$ cat src/rtl/ifht_pkg.sv
// -----------------------------------------------------------------------------
// ifht_pkg: shared types and constants for the IPv6 fragment hole tracker
// Holds the controller state type, result codes and the command/status
// structs passed between controller and datapath.
// -----------------------------------------------------------------------------
package ifht_pkg;

    // Default sizes
    localparam int NUM_SLOTS_DEF = 32;
    localparam int MAX_HOLES_DEF = 16;

    // Field constants
    localparam logic [15:0] OFFSET_MASK = 16'hFFF8;
    localparam logic [15:0] LAST_INDEX  = 16'hFFFF;
    localparam logic [16:0] LEN_LIMIT   = 17'h10000;

    // Result status codes
    localparam logic [2:0] RES_STORED    = 3'd0;
    localparam logic [2:0] RES_COMPLETE  = 3'd1;
    localparam logic [2:0] RES_NO_OVERLAP = 3'd2;
    localparam logic [2:0] RES_SLOTS_FULL = 3'd3;
    localparam logic [2:0] RES_HOLES_FULL = 3'd4;
    localparam logic [2:0] RES_BAD_LENGTH = 3'd5;

    typedef enum logic [3:0] {
        ST_IDLE,
        ST_CHECK,
        ST_SCAN,
        ST_SCAN_DRAIN,
        ST_DECIDE,
        ST_CLAIM,
        ST_REC_RD,
        ST_REC_LOAD,
        ST_WALK_RD,
        ST_WALK_EV,
        ST_WALK_DONE,
        ST_REMOVE,
        ST_PUSH_L,
        ST_PUSH_R,
        ST_FINISH,
        ST_RESP
    } state_t;

    // Controller to datapath
    typedef struct packed {
        logic       accept;
        logic       scan_step;
        logic       claim;
        logic       rec_read;
        logic       rec_load;
        logic       walk_rd;
        logic       walk_ev;
        logic       remove;
        logic       push_left;
        logic       push_right;
        logic       finish;
        logic       respond;
        logic       slot_zero;
        logic [2:0] code;
    } cmd_t;

    // Datapath to controller
    typedef struct packed {
        logic bad_len;
        logic id_zero;
        logic scan_last;
        logic found;
        logic empty;
        logic walk_done;
        logic hit;
        logic need_left;
        logic need_right;
        logic store_full;
        logic cnt_zero;
        logic out_free;
    } sts_t;

endpackage

$ cat src/rtl/ifht_ctrl.sv
// -----------------------------------------------------------------------------
// ifht_ctrl: sequencing controller of the fragment hole tracker
// Steps one request through check, slot scan, claim or record load,
// hole walk, split and result.
// -----------------------------------------------------------------------------
module ifht_ctrl (
    input  logic             clk,
    input  logic             rst_n,
    input  logic             in_valid,
    output logic             in_ready,
    input  ifht_pkg::sts_t   sts,
    output ifht_pkg::cmd_t   cmd
);

    ifht_pkg::state_t state_reg;
    ifht_pkg::state_t state_next;
    logic [2:0]       code_reg;
    logic [2:0]       code_next;
    logic             zslot_reg;
    logic             zslot_next;

    // State register
    always_ff @(posedge clk or negedge rst_n)
    begin
        if (!rst_n)
        begin
            state_reg <= ifht_pkg::ST_IDLE;
            code_reg  <= ifht_pkg::RES_STORED;
            zslot_reg <= 1'b0;
        end
        else
        begin
            state_reg <= state_next;
            code_reg  <= code_next;
            zslot_reg <= zslot_next;
        end
    end

    // Next state
    always_comb
    begin
        state_next = state_reg;
        code_next  = code_reg;
        zslot_next = zslot_reg;
        case (state_reg)
            ifht_pkg::ST_IDLE:
            begin
                if (in_valid)
                begin
                    state_next = ifht_pkg::ST_CHECK;
                end
            end
            ifht_pkg::ST_CHECK:
            begin
                zslot_next = 1'b1;
                if (sts.bad_len)
                begin
                    code_next  = ifht_pkg::RES_BAD_LENGTH;
                    state_next = ifht_pkg::ST_RESP;
                end
                else if (sts.id_zero)
                begin
                    code_next  = ifht_pkg::RES_SLOTS_FULL;
                    state_next = ifht_pkg::ST_RESP;
                end
                else
                begin
                    state_next = ifht_pkg::ST_SCAN;
                end
            end
            ifht_pkg::ST_SCAN:
            begin
                if (sts.scan_last)
                begin
                    state_next = ifht_pkg::ST_SCAN_DRAIN;
                end
            end
            ifht_pkg::ST_SCAN_DRAIN:
            begin
                state_next = ifht_pkg::ST_DECIDE;
            end
            ifht_pkg::ST_DECIDE:
            begin
                if (sts.found)
                begin
                    zslot_next = 1'b0;
                    state_next = ifht_pkg::ST_REC_RD;
                end
                else if (sts.empty)
                begin
                    zslot_next = 1'b0;
                    state_next = ifht_pkg::ST_CLAIM;
                end
                else
                begin
                    code_next  = ifht_pkg::RES_SLOTS_FULL;
                    state_next = ifht_pkg::ST_RESP;
                end
            end
            ifht_pkg::ST_CLAIM:
            begin
                state_next = ifht_pkg::ST_WALK_RD;
            end
            ifht_pkg::ST_REC_RD:
            begin
                state_next = ifht_pkg::ST_REC_LOAD;
            end
            ifht_pkg::ST_REC_LOAD:
            begin
                state_next = ifht_pkg::ST_WALK_RD;
            end
            ifht_pkg::ST_WALK_RD:
            begin
                state_next = sts.walk_done ? ifht_pkg::ST_WALK_DONE : ifht_pkg::ST_WALK_EV;
            end
            ifht_pkg::ST_WALK_EV:
            begin
                state_next = ifht_pkg::ST_WALK_RD;
            end
            ifht_pkg::ST_WALK_DONE:
            begin
                if (!sts.hit)
                begin
                    code_next  = ifht_pkg::RES_NO_OVERLAP;
                    state_next = ifht_pkg::ST_RESP;
                end
                else if (sts.store_full)
                begin
                    code_next  = ifht_pkg::RES_HOLES_FULL;
                    state_next = ifht_pkg::ST_RESP;
                end
                else
                begin
                    state_next = ifht_pkg::ST_REMOVE;
                end
            end
            ifht_pkg::ST_REMOVE:
            begin
                if (sts.need_left)
                begin
                    state_next = ifht_pkg::ST_PUSH_L;
                end
                else if (sts.need_right)
                begin
                    state_next = ifht_pkg::ST_PUSH_R;
                end
                else
                begin
                    state_next = ifht_pkg::ST_FINISH;
                end
            end
            ifht_pkg::ST_PUSH_L:
            begin
                state_next = sts.need_right ? ifht_pkg::ST_PUSH_R : ifht_pkg::ST_FINISH;
            end
            ifht_pkg::ST_PUSH_R:
            begin
                state_next = ifht_pkg::ST_FINISH;
            end
            ifht_pkg::ST_FINISH:
            begin
                code_next  = sts.cnt_zero ? ifht_pkg::RES_COMPLETE : ifht_pkg::RES_STORED;
                state_next = ifht_pkg::ST_RESP;
            end
            ifht_pkg::ST_RESP:
            begin
                if (sts.out_free)
                begin
                    state_next = ifht_pkg::ST_IDLE;
                end
            end
            default:
            begin
                state_next = ifht_pkg::ST_IDLE;
            end
        endcase
    end

    // Outputs
    always_comb
    begin
        cmd           = '0;
        cmd.code      = code_reg;
        cmd.slot_zero = zslot_reg;
        in_ready      = 1'b0;
        case (state_reg)
            ifht_pkg::ST_IDLE:
            begin
                in_ready   = 1'b1;
                cmd.accept = in_valid;
            end
            ifht_pkg::ST_SCAN:      cmd.scan_step  = 1'b1;
            ifht_pkg::ST_CLAIM:     cmd.claim      = 1'b1;
            ifht_pkg::ST_REC_RD:    cmd.rec_read   = 1'b1;
            ifht_pkg::ST_REC_LOAD:  cmd.rec_load   = 1'b1;
            ifht_pkg::ST_WALK_RD:   cmd.walk_rd    = !sts.walk_done;
            ifht_pkg::ST_WALK_EV:   cmd.walk_ev    = 1'b1;
            ifht_pkg::ST_REMOVE:    cmd.remove     = 1'b1;
            ifht_pkg::ST_PUSH_L:    cmd.push_left  = 1'b1;
            ifht_pkg::ST_PUSH_R:    cmd.push_right = 1'b1;
            ifht_pkg::ST_FINISH:    cmd.finish     = 1'b1;
            ifht_pkg::ST_RESP:      cmd.respond    = sts.out_free;
            default:
            begin
                cmd.accept = 1'b0;
            end
        endcase
    end

endmodule

$ cat config.mk
export PLATFORM = sky130hd
export DESIGN_NAME = ifht_ctrl
export DESIGN_NICKNAME = d
export VERILOG_FILES = /design/src/rtl/ifht_pkg.sv /design/src/rtl/ifht_ctrl.sv
export SDC_FILE = /design/constraint.sdc
export NUM_CORES = 1
export LEC_CHECK = 0
export ABC_AREA = 1
export BUFFER_PORTS_ARGS = -buffer_cell sky130_fd_sc_hd__buf_2
export CAP_MARGIN = 20
export CORE_MARGIN = 5
export CORE_UTILIZATION = 46
export CTS_BUF_LIST = sky130_fd_sc_hd__clkbuf_16
export DETAILED_ROUTE_END_ITERATION = 10
export PLACE_DENSITY = 0.78
export SYNTH_ARGS = -nofsm -noshare
export SYNTH_HDL_FRONTEND = slang
export SYNTH_SLANG_ARGS = --single-unit
$ cat constraint.sdc
create_clock -name clk -period 1.6 [get_ports clk]
set_input_delay 0.08 -clock clk [delete_from_list [all_inputs] [get_ports clk]]
set_output_delay 0.08 -clock clk [all_outputs]
set_load 0.01 [all_outputs]
# After elaboration in Yosys (flattened, before gate mapping)
# Index checks and enable logic that the tools add are counted.
# classes
eq_ne,23
mux,37
n_reduce_logical,8
# ops
operator,count
$pmux 4 s14,1
$eq 4x4->1 const B,8
$mux 4,7
$mux 3,8
$eq 4x3->1 const B,4
$mux 1,16
$pmux 3 s4,1
$ne 2x2->1 const B,5
$ne 3x3->1 const B,3
$eq 4x2->1 const B,2
$mux 2,3
$reduce_and 5->1,1
$eq 4x1->1 const B,1
$logic_not 4->1,1
$reduce_bool 4->1,1
$reduce_and 3->1,1
$reduce_or 3->1,1
$pmux 1 s2,1
$reduce_and 2->1,1
$reduce_bool 2->1,1
$logic_not 1->1,1
# totals
ff_bits,8
out_inout_bits,17
inputBits,15
wordCells,71

# Logic depth before layout (Yosys ltp)
# Gate-level depths: netlist of the first run.
# depth
word_depth,3
ltp_mapped,9
depth_no_buf,9

# Least setup slack after synthesis of the first run
# OpenSTA, ideal clock, no wires.
# synth_path
path_type,reg-to-reg
from,register state_reg[2]
to,register code_reg[2]
synth_period_minus_slack_ns,1.301
setup_time_ns,0.118
required_ns,1.482
path_slack_ns,0.299
t_arrival_ns,1.183
n_path_buf,0
stages_incl_launch_ff,7
cell_sequence,dfrtp_1 > nor2_1 > nand3_1 > nand2_1 > nand2_1 > nand2_1 > nand2_1
# synth_via
elab_chain_cells,3
elab_cells_between_ends,11
cone_classes,eq/ne: 8; mux: 1; reduce/logical: 2
# synth_lines
element,line,text
from (decl),ifht_ctrl.sv:15,ifht_pkg::state_t state_reg;
from (signal assigned),ifht_ctrl.sv:27,state_reg <= ifht_pkg::ST_IDLE;
from (signal assigned),ifht_ctrl.sv:33,state_reg <= state_next;
$eq 4x1->1 (tied with other cells),ifht_ctrl.sv:45,case (state_reg)
$ne 3x3->1 (no line) (tied with other cells),-,
$reduce_and 5->1 (no line),-,
to (signal assigned),ifht_ctrl.sv:28,code_reg <= ifht_pkg::RES_STORED;
to (signal assigned),ifht_ctrl.sv:34,code_reg <= code_next;
to (decl),ifht_ctrl.sv:17,logic [2:0] code_reg;
# Several ways; a longest one is shown, not always the timed one.
# A chain may end at the register's enable or synchronous reset.

# Worst setup path in the final report of the first run
# layout_path
from,register state_reg[0]
to,register code_reg[2]
# The elaborated chain is that of the path after synthesis.

==> impl_table.tex, run 1 <==
\begin{tabular}{lr}
\hline
Metric & Value \\
\hline
\multicolumn{2}{l}{\textbf{Floorplanning}} \\
\quad Number of rows created at floorplan & 14 \\
\quad DIE WIDTH & 49.7 um \\
\quad Initial core utilization & 0.481 \\
\quad Ports & 32 \\
\quad Area of the die & $\sim$2500 um2 \\
\quad Height of the die & 49.7 um \\
\quad Core region area & roughly 1500 um2 \\
\multicolumn{2}{l}{\textbf{Clocking}} \\
\quad Clock transition at the registers of the reported paths & 40 ps \\
\quad Clock sink count & 8 \\
\quad Root buffer cell & clkbuf\_16 \\
\quad Number of gates resized after cts & 0 \\
\quad TritonCTS buffer count & 3 \\
\quad Worst skew pair latency & approximately 230 ps \\
\quad Clock Path Buffers & 2 \\
\quad Number of H-tree levels & 1 \\
\quad Clock tree from TritonCTS & done \\
\multicolumn{2}{l}{\textbf{Cells and area}} \\
\quad Final core utilization & 0.659 \\
\quad Flip-flop and latch area & around 200 um2 \\
\quad Design Area, Final & about 990 um2 \\
\quad Flip-flop count of the largest register, all copies and words added & 4 \\
\quad Post-layout nets & between 150 and 200 \\
\quad Multi-input gate area in the final layout & 423 um2 \\
\quad Ratio of cells with drive above 1 in the final layout & 0.251 \\
\quad Filler cell count & $\sim$150 \\
\quad Diodes inserted & 0 \\
\quad Area Growth Syn to Fin & 37.0\% \\
\multicolumn{2}{l}{\textbf{Logic synthesis}} \\
\quad Mapped Nets & 150 \\
\quad Number of distinct library cell variants in the gate-level netlist after synthesis & 15 \\
\quad Average size of a mapped cell & $\sim$5.4 um2 \\
\quad Cell count after synthesis & between 100 and 150 \\
\quad Combined area of all synthesized cells & 724 um2 \\
\quad Register area share after synthesis & 0.276 \\
\quad Syn. warnings & 0 \\
\quad Synth Register Bits & 8 \\
\multicolumn{2}{l}{\textbf{Setup path}} \\
\quad Critical path's most frequent cell & nand2\_1 \\
\quad Destination of the worst register-to-register timing path & code\_reg[2]\$\_DFFE\_PN0P\_ \\
\quad Chain of cells forming the critical path & nor2\_4, inv\_2, nor2\_2, nor2\_1, nand2\_1, nand2\_1, nand2\_1, nand2\_1 \\
\quad R2R depth & 8 \\
\quad Capturing element type of the critical path & flop \\
\quad Critical path required time & between 1500 and 2000 ps \\
\quad Reg-to-reg startpoint & state\_reg[0]\$\_DFFE\_PN0P\_ \\
\quad Buf+Inv Stages, Crit Path & 1 \\
\quad Crit Path Class & flop to flop \\
\quad Startpoint class of the critical path & flop \\
\quad Critical-path maximum fanout & 9 \\
\quad Slack of the worst reg-to-reg path & 170 ps \\
\quad CP max stage cell & dfrtp\_1 \\
\quad Kind of cell with the highest combined delay on the critical path & simple AND/OR/NAND/NOR gates \\
\quad Highest cell delay on the worst timing path & 450 ps \\
\quad Data arrival time at the worst-slack endpoint & 1540 ps \\
\multicolumn{2}{l}{\textbf{Power}} \\
\quad Portion of total power attributed to sequential cells & 0.212 \\
\quad Cell internal power dissipation & approximately 1100 uW \\
\quad P\_sw & between 900 and 1000 uW \\
\quad PnR Total Power & 2020 uW \\
\quad Maximum vdd ir drop & 1240 uV \\
\quad Total power divided by cell area & about 2000 nW/um2 \\
\quad Leakage component of the power & 0.000648 uW \\
\quad Combinational Power Share & 0.582 \\
\quad Power share of the clock group & 0.205 \\
\quad Net switching fraction of the power & 0.476 \\
\multicolumn{2}{l}{\textbf{Min path}} \\
\quad Classification of the worst-slack hold path & input pin to asynchronous set/reset pin \\
\multicolumn{2}{l}{\textbf{Global route}} \\
\quad Pin count of the biggest net entering global routing & 10 \\
\quad First-pass GRT wire length & 3.55 mm \\
\quad All-layer global routing usage & 0.177 \\
\quad Via count of the first global-routing pass & 850 \\
\quad Number of antenna violations at the first check in global routing & 0 \\
\quad Overflow after GRT & 0 \\
\multicolumn{2}{l}{\textbf{Timing}} \\
\quad Slew @ Worst Pin & between 300 and 400 ps \\
\quad Setup TNS Final & 0 ps \\
\quad Slew headroom & 0.799 \\
\quad Fin Clk Skew & $\sim$3.1 ps \\
\quad Achievable clock frequency & 0.699 GHz \\
\quad Fin crit period & roughly 1400 ps \\
\quad Final Hold Violating Endpoints & 0 \\
\quad Final setup vio count & 0 \\
\quad Unrepaired setup endpoints after global routing & no \\
\quad Final number of max-transition violations & 0 \\
\quad Period utilisation layout & 0.894 \\
\multicolumn{2}{l}{\textbf{Routing}} \\
\quad Post-route antenna net violation count & 0 \\
\quad Detailed-router iteration count before antenna repair & 4 \\
\quad Via density per instance & about 5.0 \\
\quad DRC violations left & 0 \\
\quad Number of vias in the routed layout & between 900 and 1k \\
\quad Total wire length after detailed routing & between 2 and 2.5 mm \\
\quad DR WL/cell & between 10 and 15 um \\
\quad Number of DRC markers after the initial detailed-route iteration & 19 \\
\multicolumn{2}{l}{\textbf{Placement}} \\
\quad Weighted congestion reported at the end of routability-driven placement & just under 0.9 \\
\quad Detailed placement HPWL & 1.74 mm \\
\quad Placed cell areas & 907 um2 \\
\quad Count of input and output buffers & 31 \\
\multicolumn{2}{l}{\textbf{Status}} \\
\quad Status & finished, final reports clean \\
\multicolumn{2}{l}{\textbf{Run}} \\
\quad Max cap viols & 0 \\
\hline
\end{tabular}
## how the worst max path moves through the flow
stage               cells after the start                startpoint                      end  slack, ps
floorplan                               6  state_reg[2]$_DFFE_PN0P_  code_reg[2]$_DFFE_PN0P_        300
global placement                        8  state_reg[0]$_DFFE_PN0P_  code_reg[2]$_DFFE_PN0P_        270
detailed placement                      8  state_reg[0]$_DFFE_PN0P_  code_reg[2]$_DFFE_PN0P_        210
CTS                                     9  state_reg[0]$_DFFE_PN0P_  code_reg[2]$_DFFE_PN0P_        170
global route                            8  state_reg[0]$_DFFE_PN0P_  code_reg[2]$_DFFE_PN0P_         40
finish                                  8  state_reg[0]$_DFFE_PN0P_  code_reg[2]$_DFFE_PN0P_        170
## cells in the final DEF, fill, tap and decap left out, drive strengths merged
cell type and count:
nand3 14, buf 33, nand3b 1, nor2 32, nor3 2, clkbuf 3, inv 25, nand4 1
dlygate4sd3 1, a211oi 1, nand2 49, o21ai 1, dfrtp 8
## metal layers
layer	wire, um	part of all wire	global-route usage	vias to the layer above
li1	-	-	-	478
met1	870	0.41	0.215	419
met2	1080	0.51	0.301	40
met3	171	0.080	0.0452	2
met4	8	0.0038	0.0568	0
met5	0	0	0	-
## cell type report
cell class | instances | share of cell area
sequential | 8 | 0.202
multi-input combinational | 101 | 0.426
clock buffer | 3 | 0.0757
tap | 16 | 0.0202
inverter | 25 | 0.0946
timing repair buffer | 34 | 0.182
## kinds of logic after synthesis
family,synth area share
AOI/OAI and AO/OA,0.0173
buffers and inverters,0.140
DFF,0.276
and+or+nand+nor,0.567
## repair_timing
action | in CTS | in global routing
buffers inserted | 0 | 0
hold buffers | 1 | 0
endpoints found under the hold margin | 8 | 0
## power groups by stage
stage          Clock [uW]  Combinational [uW]  Sequential (uW)
2_1_floorplan           0                 799              429
3_3_place_gp            0                1140              419
5_1_grt               432                1310              446
3_5_place_dp            0                1150              427
6_report              414                1170              428
4_1_cts               421                1170              425
## cells in the mapped netlist
master | count | area (um2)
a211oi_1 | 1 | 7.51
nor2_2 | 1 | 6.26
nand2_2 | 1 | 6.26
nand3b_1 | 1 | 7.51
inv_2 | 4 | 15.0
dfrtp_1 | 8 | 200
nand4_1 | 1 | 6.26
nor2_4 | 1 | 11.3
nor3_1 | 2 | 10.0
o21ai_0 | 1 | 5.00
inv_1 | 21 | 78.8
buf_4 | 1 | 7.51
nor2_1 | 30 | 113
nand3_1 | 14 | 70.1
nand2_1 | 48 | 180
## stage by stage
step           hold slack [ps]  setup slack (ps)  instances
4_1_cts                    191               174        187
5_1_grt                    245              35.1        187
3_3_place_gp             -70.4               267        183
6_report                   217               169        187
3_5_place_dp             -68.1               212        183
2_1_floorplan             -216               299        135
(Power assumes the default switching activity.)
==> run 2, diff against run 1 <==
BUFFER_PORTS_ARGS = unset   (was -buffer_cell sky130_fd_sc_hd__buf_2)
CORE_UTILIZATION = 54   (was 46)
DONT_BUFFER_PORTS = 1   (was unset)
PLACE_DENSITY = 0.69   (was 0.78)
clock period = 1.5 ns   (was 1.6 ns; I/O delays follow)
==> impl_table.tex, run 2 (synthesis gave the netlist of run 1 again) <==
\begin{tabular}{lr}
\hline
Metric & Value \\
\hline
\multicolumn{2}{l}{\textbf{Routing}} \\
\quad DR WL/cell & 11.8 um (+3.9\%) \\
\quad DRC violations left & 0 (unchanged) \\
\quad Number of DRC markers after the initial detailed-route iteration & 26 (+7) \\
\quad Via density per instance & 5.31 (+5.7\%) \\
\quad Post-route antenna net violation count & 0 (unchanged) \\
\quad Total wire length after detailed routing & 1.88 mm (-12\%) \\
\quad Detailed-router iteration count before antenna repair & 4 (unchanged) \\
\quad Number of vias in the routed layout & 844 (-10\%) \\
\multicolumn{2}{l}{\textbf{Global route}} \\
\quad Busiest layer in global routing & met2 \\
\quad All-layer global routing usage & 0.193 (+0.0163) \\
\quad Met3 track demand over resource & 0.0625 (+0.0173) \\
\quad Via count of the first global-routing pass & 768 (-9.6\%) \\
\quad First-pass GRT wire length & 2.99 mm (-16\%) \\
\quad Global routing usage on met1 & 0.233 (+0.0183) \\
\quad Number of antenna violations at the first check in global routing & 0 (unchanged) \\
\quad Overflow after GRT & 0 (unchanged) \\
\quad Pin count of the biggest net entering global routing & 9 (-1) \\
\quad Global Route met2 Usage & 0.324 (+0.0233) \\
\multicolumn{2}{l}{\textbf{Clocking}} \\
\quad Clock sink count & 8 (unchanged) \\
\quad \# Post-CTS Setup Buffers & 0 (unchanged) \\
\quad Worst skew pair latency & 230 ps (about the same) \\
\quad TritonCTS buffer count & 3 (unchanged) \\
\quad Clock transition at the registers of the reported paths & 40 ps (about the same) \\
\quad Root buffer cell & clkbuf\_16 \\
\quad Number of H-tree levels & 1 (unchanged) \\
\quad Clock tree from TritonCTS & done \\
\quad Clock Path Buffers & 2 (unchanged) \\
\multicolumn{2}{l}{\textbf{Setup path}} \\
\quad Startpoint class of the critical path & flop \\
\quad Data arrival time at the worst-slack endpoint & 1330 ps (-210 ps) \\
\quad Critical-path maximum fanout & 6 (-3) \\
\quad Critical path required time & 1420 ps (-290 ps) \\
\quad Capturing element type of the critical path & primary output \\
\quad Crit Path Class & flop to primary output \\
\multicolumn{2}{l}{\textbf{Run}} \\
\quad Max cap viols & 0 (unchanged) \\
\multicolumn{2}{l}{\textbf{Placement}} \\
\quad Worst setup timing slack at the placement stage & 134 ps (-78.0 ps) \\
\quad \# placed instances & 155 (-15\%) \\
\quad Detailed placement HPWL & 1.52 mm (-12\%) \\
\quad Count of input and output buffers & 0 (-100\%) \\
\quad Weighted congestion reported at the end of routability-driven placement & 0.887 (-0.88\%) \\
\multicolumn{2}{l}{\textbf{Timing}} \\
\quad Final setup vio count & 0 (unchanged) \\
\quad Slew @ Worst Pin & 345 ps (+44.4 ps) \\
\quad Period utilisation layout & 0.938 \\
\quad Unrepaired setup endpoints after global routing & yes \\
\quad Slew headroom & 0.769 (-0.0296) \\
\quad Fin crit period & 1410 ps \\
\quad Worst Setup Slack, final & 92.8 ps (-76.5 ps) \\
\quad Fin Clk Skew & 1.81 ps (-1.31 ps) \\
\quad Setup TNS Final & 0 ps (unchanged) \\
\quad Final number of max-transition violations & 0 (unchanged) \\
\quad Achievable clock frequency & between 0.7 and 0.8 GHz \\
\quad Final Hold Violating Endpoints & 0 (unchanged) \\
\multicolumn{2}{l}{\textbf{Floorplanning}} \\
\quad Initial core utilization & 0.564 (+0.0829) \\
\quad DIE WIDTH & 46.6 um (-6.2\%) \\
\quad Core region area & 1280 um2 (-15\%) \\
\quad Height of the die & 46.6 um (-6.2\%) \\
\quad Area of the die & 2170 um2 (-12\%) \\
\quad Number of rows created at floorplan & 13 (-1) \\
\quad Ports & 32 (unchanged) \\
\multicolumn{2}{l}{\textbf{Power}} \\
\quad Net switching fraction of the power & 0.481 (+0.00498) \\
\quad Combinational Power Share & 0.545 (-0.037) \\
\quad Leakage component of the power & 0.000527 uW (-19\%) \\
\quad Power share of the clock group & 0.213 (+0.008) \\
\quad Cell internal power dissipation & 1080 uW (+2.1\%) \\
\quad Total power divided by cell area & 2370 nW/um2 (+17\%) \\
\quad P\_sw & 1000 uW (+4.2\%) \\
\quad Portion of total power attributed to sequential cells & 0.242 (+0.030) \\
\quad Maximum vdd ir drop & 1210 uV (-1.9\%) \\
\multicolumn{2}{l}{\textbf{Cells and area}} \\
\quad Flip-flop count of the largest register, all copies and words added & 4 (unchanged) \\
\quad Filler cell count & 118 (-21\%) \\
\quad Area Growth Syn to Fin & 21.1\% \\
\quad Ratio of cells with drive above 1 in the final layout & 0.132 (-0.120) \\
\quad Non-filler cells, final & 159 (-15\%) \\
\quad Diodes inserted & 0 (unchanged) \\
\quad Final core utilization & 0.683 (+0.0239) \\
\quad Post-layout nets & 161 (-14\%) \\
\quad Most common cell after layout, fill and taps aside & nand2\_1 \\
\quad Leading cell types in the layout, fill and taps excluded & 47 x nand2\_1, 29 x nor2\_1, 21 x inv\_1 \\
\multicolumn{2}{l}{\textbf{Status}} \\
\quad Status & finished, final reports clean \\
\multicolumn{2}{l}{\textbf{Min path}} \\
\quad Classification of the worst-slack hold path & input pin to flop \\
\hline
\end{tabular}
[run 2: worst paths after layout]
kind | start | end | slack, ps | depth (start not counted)
setup reg to reg | state_reg[3]$_DFFE_PN0P_ | code_reg[0]$_DFFE_PN0P_ | 140 | 8
setup / recovery | state_reg[1]$_DFFE_PN0P_ | cmd[10] | 90 | 5
hold reg to reg | code_reg[1]$_DFFE_PN0P_ | code_reg[1]$_DFFE_PN0P_ | 540 | 2
min in group asynchronous | rst_n | code_reg[1]$_DFFE_PN0P_ | 190 | 1
max in group asynchronous | rst_n | state_reg[0]$_DFFE_PN0P_ | 1040 | 1
hold / removal | sts[11] | code_reg[2]$_DFFE_PN0P_ | 80 | 4
[run 2: worst max-delay path: stages (launching register included)]
cell     delay (ps)
dfrtp_1         460
nor2_4          170
buf_4           160
nand2_1          50
nor2_1          130
buf_4           140
[run 2: layer usage]
metal | vias to the layer above | part of all wire
li1 | 426 | -
met1 | 376 | 0.40
met2 | 40 | 0.49
met3 | 2 | 0.099
met4 | 0 | 0.0090
met5 | - | 0
[run 2: stage by stage]
stage	hold WS, ps	cell area, um2	power, uW
floorplan	-221	724	1310
global placement	-220	781	1590
detailed placement	-220	781	1590
CTS	94.8	866	2060
global route	118	877	2270
finish	83.3	877	2080
[run 2: power by group through the flow]
stage	Sequential, uW	Combinational, uW	Clock [uW]
after floorplan	458	853	0
after global placement	492	1100	0
after detailed placement	498	1100	0
after CTS	497	1110	447
after global routing	526	1290	456
final	504	1130	442
[run 2: final cells by class]
cell class | instances | area, um2 | share of cell area
sequential | 8 | 201 | 0.230
inverter | 25 | 93.8 | 0.107
clock buffer | 3 | 75.1 | 0.0856
tap | 15 | 18.8 | 0.0214
timing repair buffer | 7 | 55.1 | 0.0628
multi-input combinational | 101 | 433 | 0.494
[run 2: timing repair]
item / in CTS / in global routing
resized for setup: 0 / 4
endpoints found under the hold margin: 8 / 0
setup endpoints to repair: 0 / 4
hold buffers: 1 / 0
==> run 3, diff against run 2 <==
PLACE_DENSITY = 0.71   (was 0.69)
clock period = 1.6 ns   (was 1.5 ns; I/O delays follow)
==> impl_table.tex, run 3 (synthesis gave the netlist of run 1 again) <==
\begin{tabular}{lr}
\hline
Metric & Value \\
\hline
\multicolumn{2}{l}{\textbf{Status}} \\
\quad Status & finished, final reports clean \\
\multicolumn{2}{l}{\textbf{Clocking}} \\
\quad Number of H-tree levels & 1 (unchanged) \\
\quad Root buffer cell & clkbuf\_16 \\
\quad Clock sink count & 8 (unchanged) \\
\quad TritonCTS buffer count & 3 (unchanged) \\
\quad Clock Path Buffers & 2 (unchanged) \\
\quad Worst skew pair latency & 230 ps (about the same) \\
\quad Clock transition at the registers of the reported paths & 40 ps (about the same) \\
\quad Clock tree from TritonCTS & done \\
\multicolumn{2}{l}{\textbf{Timing}} \\
\quad Setup TNS Final & 0 ps (unchanged) \\
\quad Unrepaired setup endpoints after global routing & no \\
\quad Final number of max-transition violations & 0 (unchanged) \\
\quad Period utilisation layout & 0.926 \\
\quad Slew @ Worst Pin & 379 ps (+33.5 ps) \\
\quad Worst Setup Slack, final & 118 ps (+25.3 ps) \\
\quad Fin crit period & 1480 ps \\
\quad Final Hold Violating Endpoints & 0 (unchanged) \\
\quad Slew headroom & 0.747 (-0.0224) \\
\quad Fin Clk Skew & 2.92 ps (+1.11 ps) \\
\quad Achievable clock frequency & 0.675 GHz \\
\quad Final setup vio count & 0 (unchanged) \\
\multicolumn{2}{l}{\textbf{Routing}} \\
\quad DR WL/cell & 13.3 um (+12\%) \\
\quad Via density per instance & 5.40 (+1.8\%) \\
\quad Number of vias in the routed layout & 870 (+3.1\%) \\
\quad Post-route antenna net violation count & 0 (unchanged) \\
\quad Number of DRC markers after the initial detailed-route iteration & 21 (-19\%) \\
\quad Detailed-router iteration count before antenna repair & 4 (unchanged) \\
\quad Total wire length after detailed routing & 2.14 mm (+14\%) \\
\quad DRC violations left & 0 (unchanged) \\
\multicolumn{2}{l}{\textbf{Global route}} \\
\quad Via count of the first global-routing pass & 832 (+8.3\%) \\
\quad Pin count of the biggest net entering global routing & 10 (+1) \\
\quad All-layer global routing usage & 0.231 (+0.0375) \\
\quad First-pass GRT wire length & 3.39 mm (+13\%) \\
\quad Number of antenna violations at the first check in global routing & 0 (unchanged) \\
\quad Overflow after GRT & 0 (unchanged) \\
\multicolumn{2}{l}{\textbf{Setup path}} \\
\quad Critical-path maximum fanout & 5 (-1) \\
\quad Reg-to-reg startpoint & state\_reg[3]\$\_DFFE\_PN0P\_ \\
\quad Buf+Inv Stages, Crit Path & 2 (unchanged) \\
\quad Slack of the worst reg-to-reg path & 160 ps (+20 ps) \\
\quad Critical path's most frequent cell & nor2\_1 \\
\quad Destination of the worst register-to-register timing path & code\_reg[1]\$\_DFFE\_PN0P\_ \\
\quad Data arrival time at the worst-slack endpoint & 1400 ps (+70 ps) \\
\quad Crit Path Class & flop to primary output \\
\quad Capturing element type of the critical path & primary output \\
\quad Critical path required time & 1520 ps (+100 ps) \\
\quad Chain of cells forming the critical path & inv\_1, nor2\_1, nand2\_1, nor2\_1, buf\_4 \\
\quad CP max stage cell & dfrtp\_1 \\
\quad Highest cell delay on the worst timing path & 430 ps (-30 ps) \\
\quad Startpoint class of the critical path & flop \\
\quad Kind of cell with the highest combined delay on the critical path & simple AND/OR/NAND/NOR gates \\
\quad Crit path depth & 5 (unchanged) \\
\quad R2R depth & 8 (unchanged) \\
\multicolumn{2}{l}{\textbf{Placement}} \\
\quad Weighted congestion reported at the end of routability-driven placement & 0.857 (-3.4\%) \\
\quad Worst setup timing slack at the placement stage & 196 ps (+62.8 ps) \\
\quad Detailed placement HPWL & 1.65 mm (+8.3\%) \\
\quad Placed cell areas & 781 um2 (unchanged) \\
\quad Count of input and output buffers & 0 (unchanged) \\
\multicolumn{2}{l}{\textbf{Floorplanning}} \\
\quad Area of the die & 2170 um2 (unchanged) \\
\quad DIE WIDTH & 46.6 um (unchanged) \\
\quad Number of rows created at floorplan & 13 (unchanged) \\
\quad Core region area & 1280 um2 (unchanged) \\
\quad Initial core utilization & 0.564 (unchanged) \\
\quad Ports & 32 (unchanged) \\
\quad Height of the die & 46.6 um (unchanged) \\
\multicolumn{2}{l}{\textbf{Power}} \\
\quad Cell internal power dissipation & 1030 uW (-4.1\%) \\
\quad Total power divided by cell area & 2270 nW/um2 (-4.2\%) \\
\quad Power share of the clock group & 0.208 (-0.005) \\
\quad P\_sw & 972 uW (-2.9\%) \\
\quad Portion of total power attributed to sequential cells & 0.235 (-0.007) \\
\quad Combinational Power Share & 0.557 (+0.012) \\
\quad Net switching fraction of the power & 0.484 (+0.00297) \\
\quad Leakage component of the power & 0.000538 uW (+2.0\%) \\
\quad Maximum vdd ir drop & 981 uV (-19\%) \\
\multicolumn{2}{l}{\textbf{Min path}} \\
\quad Instance count along the most critical hold path & 4 (unchanged) \\
\quad Classification of the worst-slack hold path & input pin to flop \\
\quad Hold path startpoint & sts[11] \\
\quad Endpoint, Worst Hold & code\_reg[2]\$\_DFFE\_PN0P\_ \\
\multicolumn{2}{l}{\textbf{Cells and area}} \\
\quad Ratio of cells with drive above 1 in the final layout & 0.130 (-0.00181) \\
\quad Final core utilization & 0.687 (+0.00487) \\
\quad Flip-flop count of the largest register, all copies and words added & 4 (unchanged) \\
\quad Leading cell types in the layout, fill and taps excluded & 48 x nand2\_1, 29 x nor2\_1, 21 x inv\_1 \\
\quad Area Growth Syn to Fin & 21.9\% \\
\quad Diodes inserted & 0 (unchanged) \\
\quad Design Area, Final & 883 um2 (+0.71\%) \\
\quad Most common cell after layout, fill and taps aside & nand2\_1 \\
\quad Post-layout nets & 163 (+1.2\%) \\
\quad Filler cell count & 116 (-1.7\%) \\
\multicolumn{2}{l}{\textbf{Run}} \\
\quad Max cap viols & 0 (unchanged) \\
\hline
\end{tabular}
[run 3: changes by cell type in the layout (fill, tap and decap cells not counted), sizes merged]
cell / delta
buf: +2
[run 3: final cells by class]
class,instances,area [um2],area share
multi-input cells,101,425,0.482
flip-flops and latches,8,200,0.227
inverters,25,93.8,0.106
clock buffers,3,75.1,0.0850
repair buffers,9,70.1,0.0793
well taps,15,18.8,0.0212
[run 3: power by group through the flow]
stage               registers [uW]  logic (uW)  clock network [uW]
finish                         471        1120                 418
global placement               462        1010                   0
global route                   482        1270                 432
detailed placement             466        1050                   0
CTS                            463        1070                 418
floorplan                      429         799                   0
[run 3: what timing repair did]
item / 4_1_cts / 5_1_grt
resized for setup: 0 / 1
hold endpoints to repair: 8 / 0
buffers inserted: 0 / 2
hold buffers: 1 / 0
setup endpoints to repair: 0 / 1
[run 3: worst max-delay path by stage]
stage                                  start                       to  slack [ps]
floorplan           state_reg[2]$_DFFE_PN0P_  code_reg[2]$_DFFE_PN0P_         300
CTS                 state_reg[3]$_DFFE_PN0P_                  cmd[10]         170
global route        state_reg[3]$_DFFE_PN0P_  code_reg[1]$_DFFE_PN0P_          20
detailed placement  state_reg[0]$_DFFE_PN0P_  code_reg[1]$_DFFE_PN0P_         200
global placement    state_reg[0]$_DFFE_PN0P_  code_reg[2]$_DFFE_PN0P_         270
finish              state_reg[3]$_DFFE_PN0P_                  cmd[10]         120
[run 3: metrics by stage]
step                      power [uW]  hold WS, ps  instances
after floorplan                 1230         -216        135
after global placement          1470         -215        155
after detailed placement        1510         -215        155
after CTS                       1950         99.1        159
after global routing            2190          101        161
final                           2010         89.1        161
[run 3: worst register-to-register path: cells and delay by family (launching register included)]
kind | cells | cell delay [ps]
buffers and inverters | 1 | 130
flip-flops | 1 | 430
AND/OR/NAND/NOR | 7 | 760
[run 3: per-layer routing]
| metal | up-vias | routed length, um | track usage |
|---|---|---|---|
| met3 | 6 | 151 | 0.0547 |
| met1 | 394 | 821 | 0.252 |
| met5 | - | 0 | 0 |
| met4 | 0 | 53 | 0.0994 |
| met2 | 37 | 1110 | 0.418 |
| li1 | 433 | - | - |
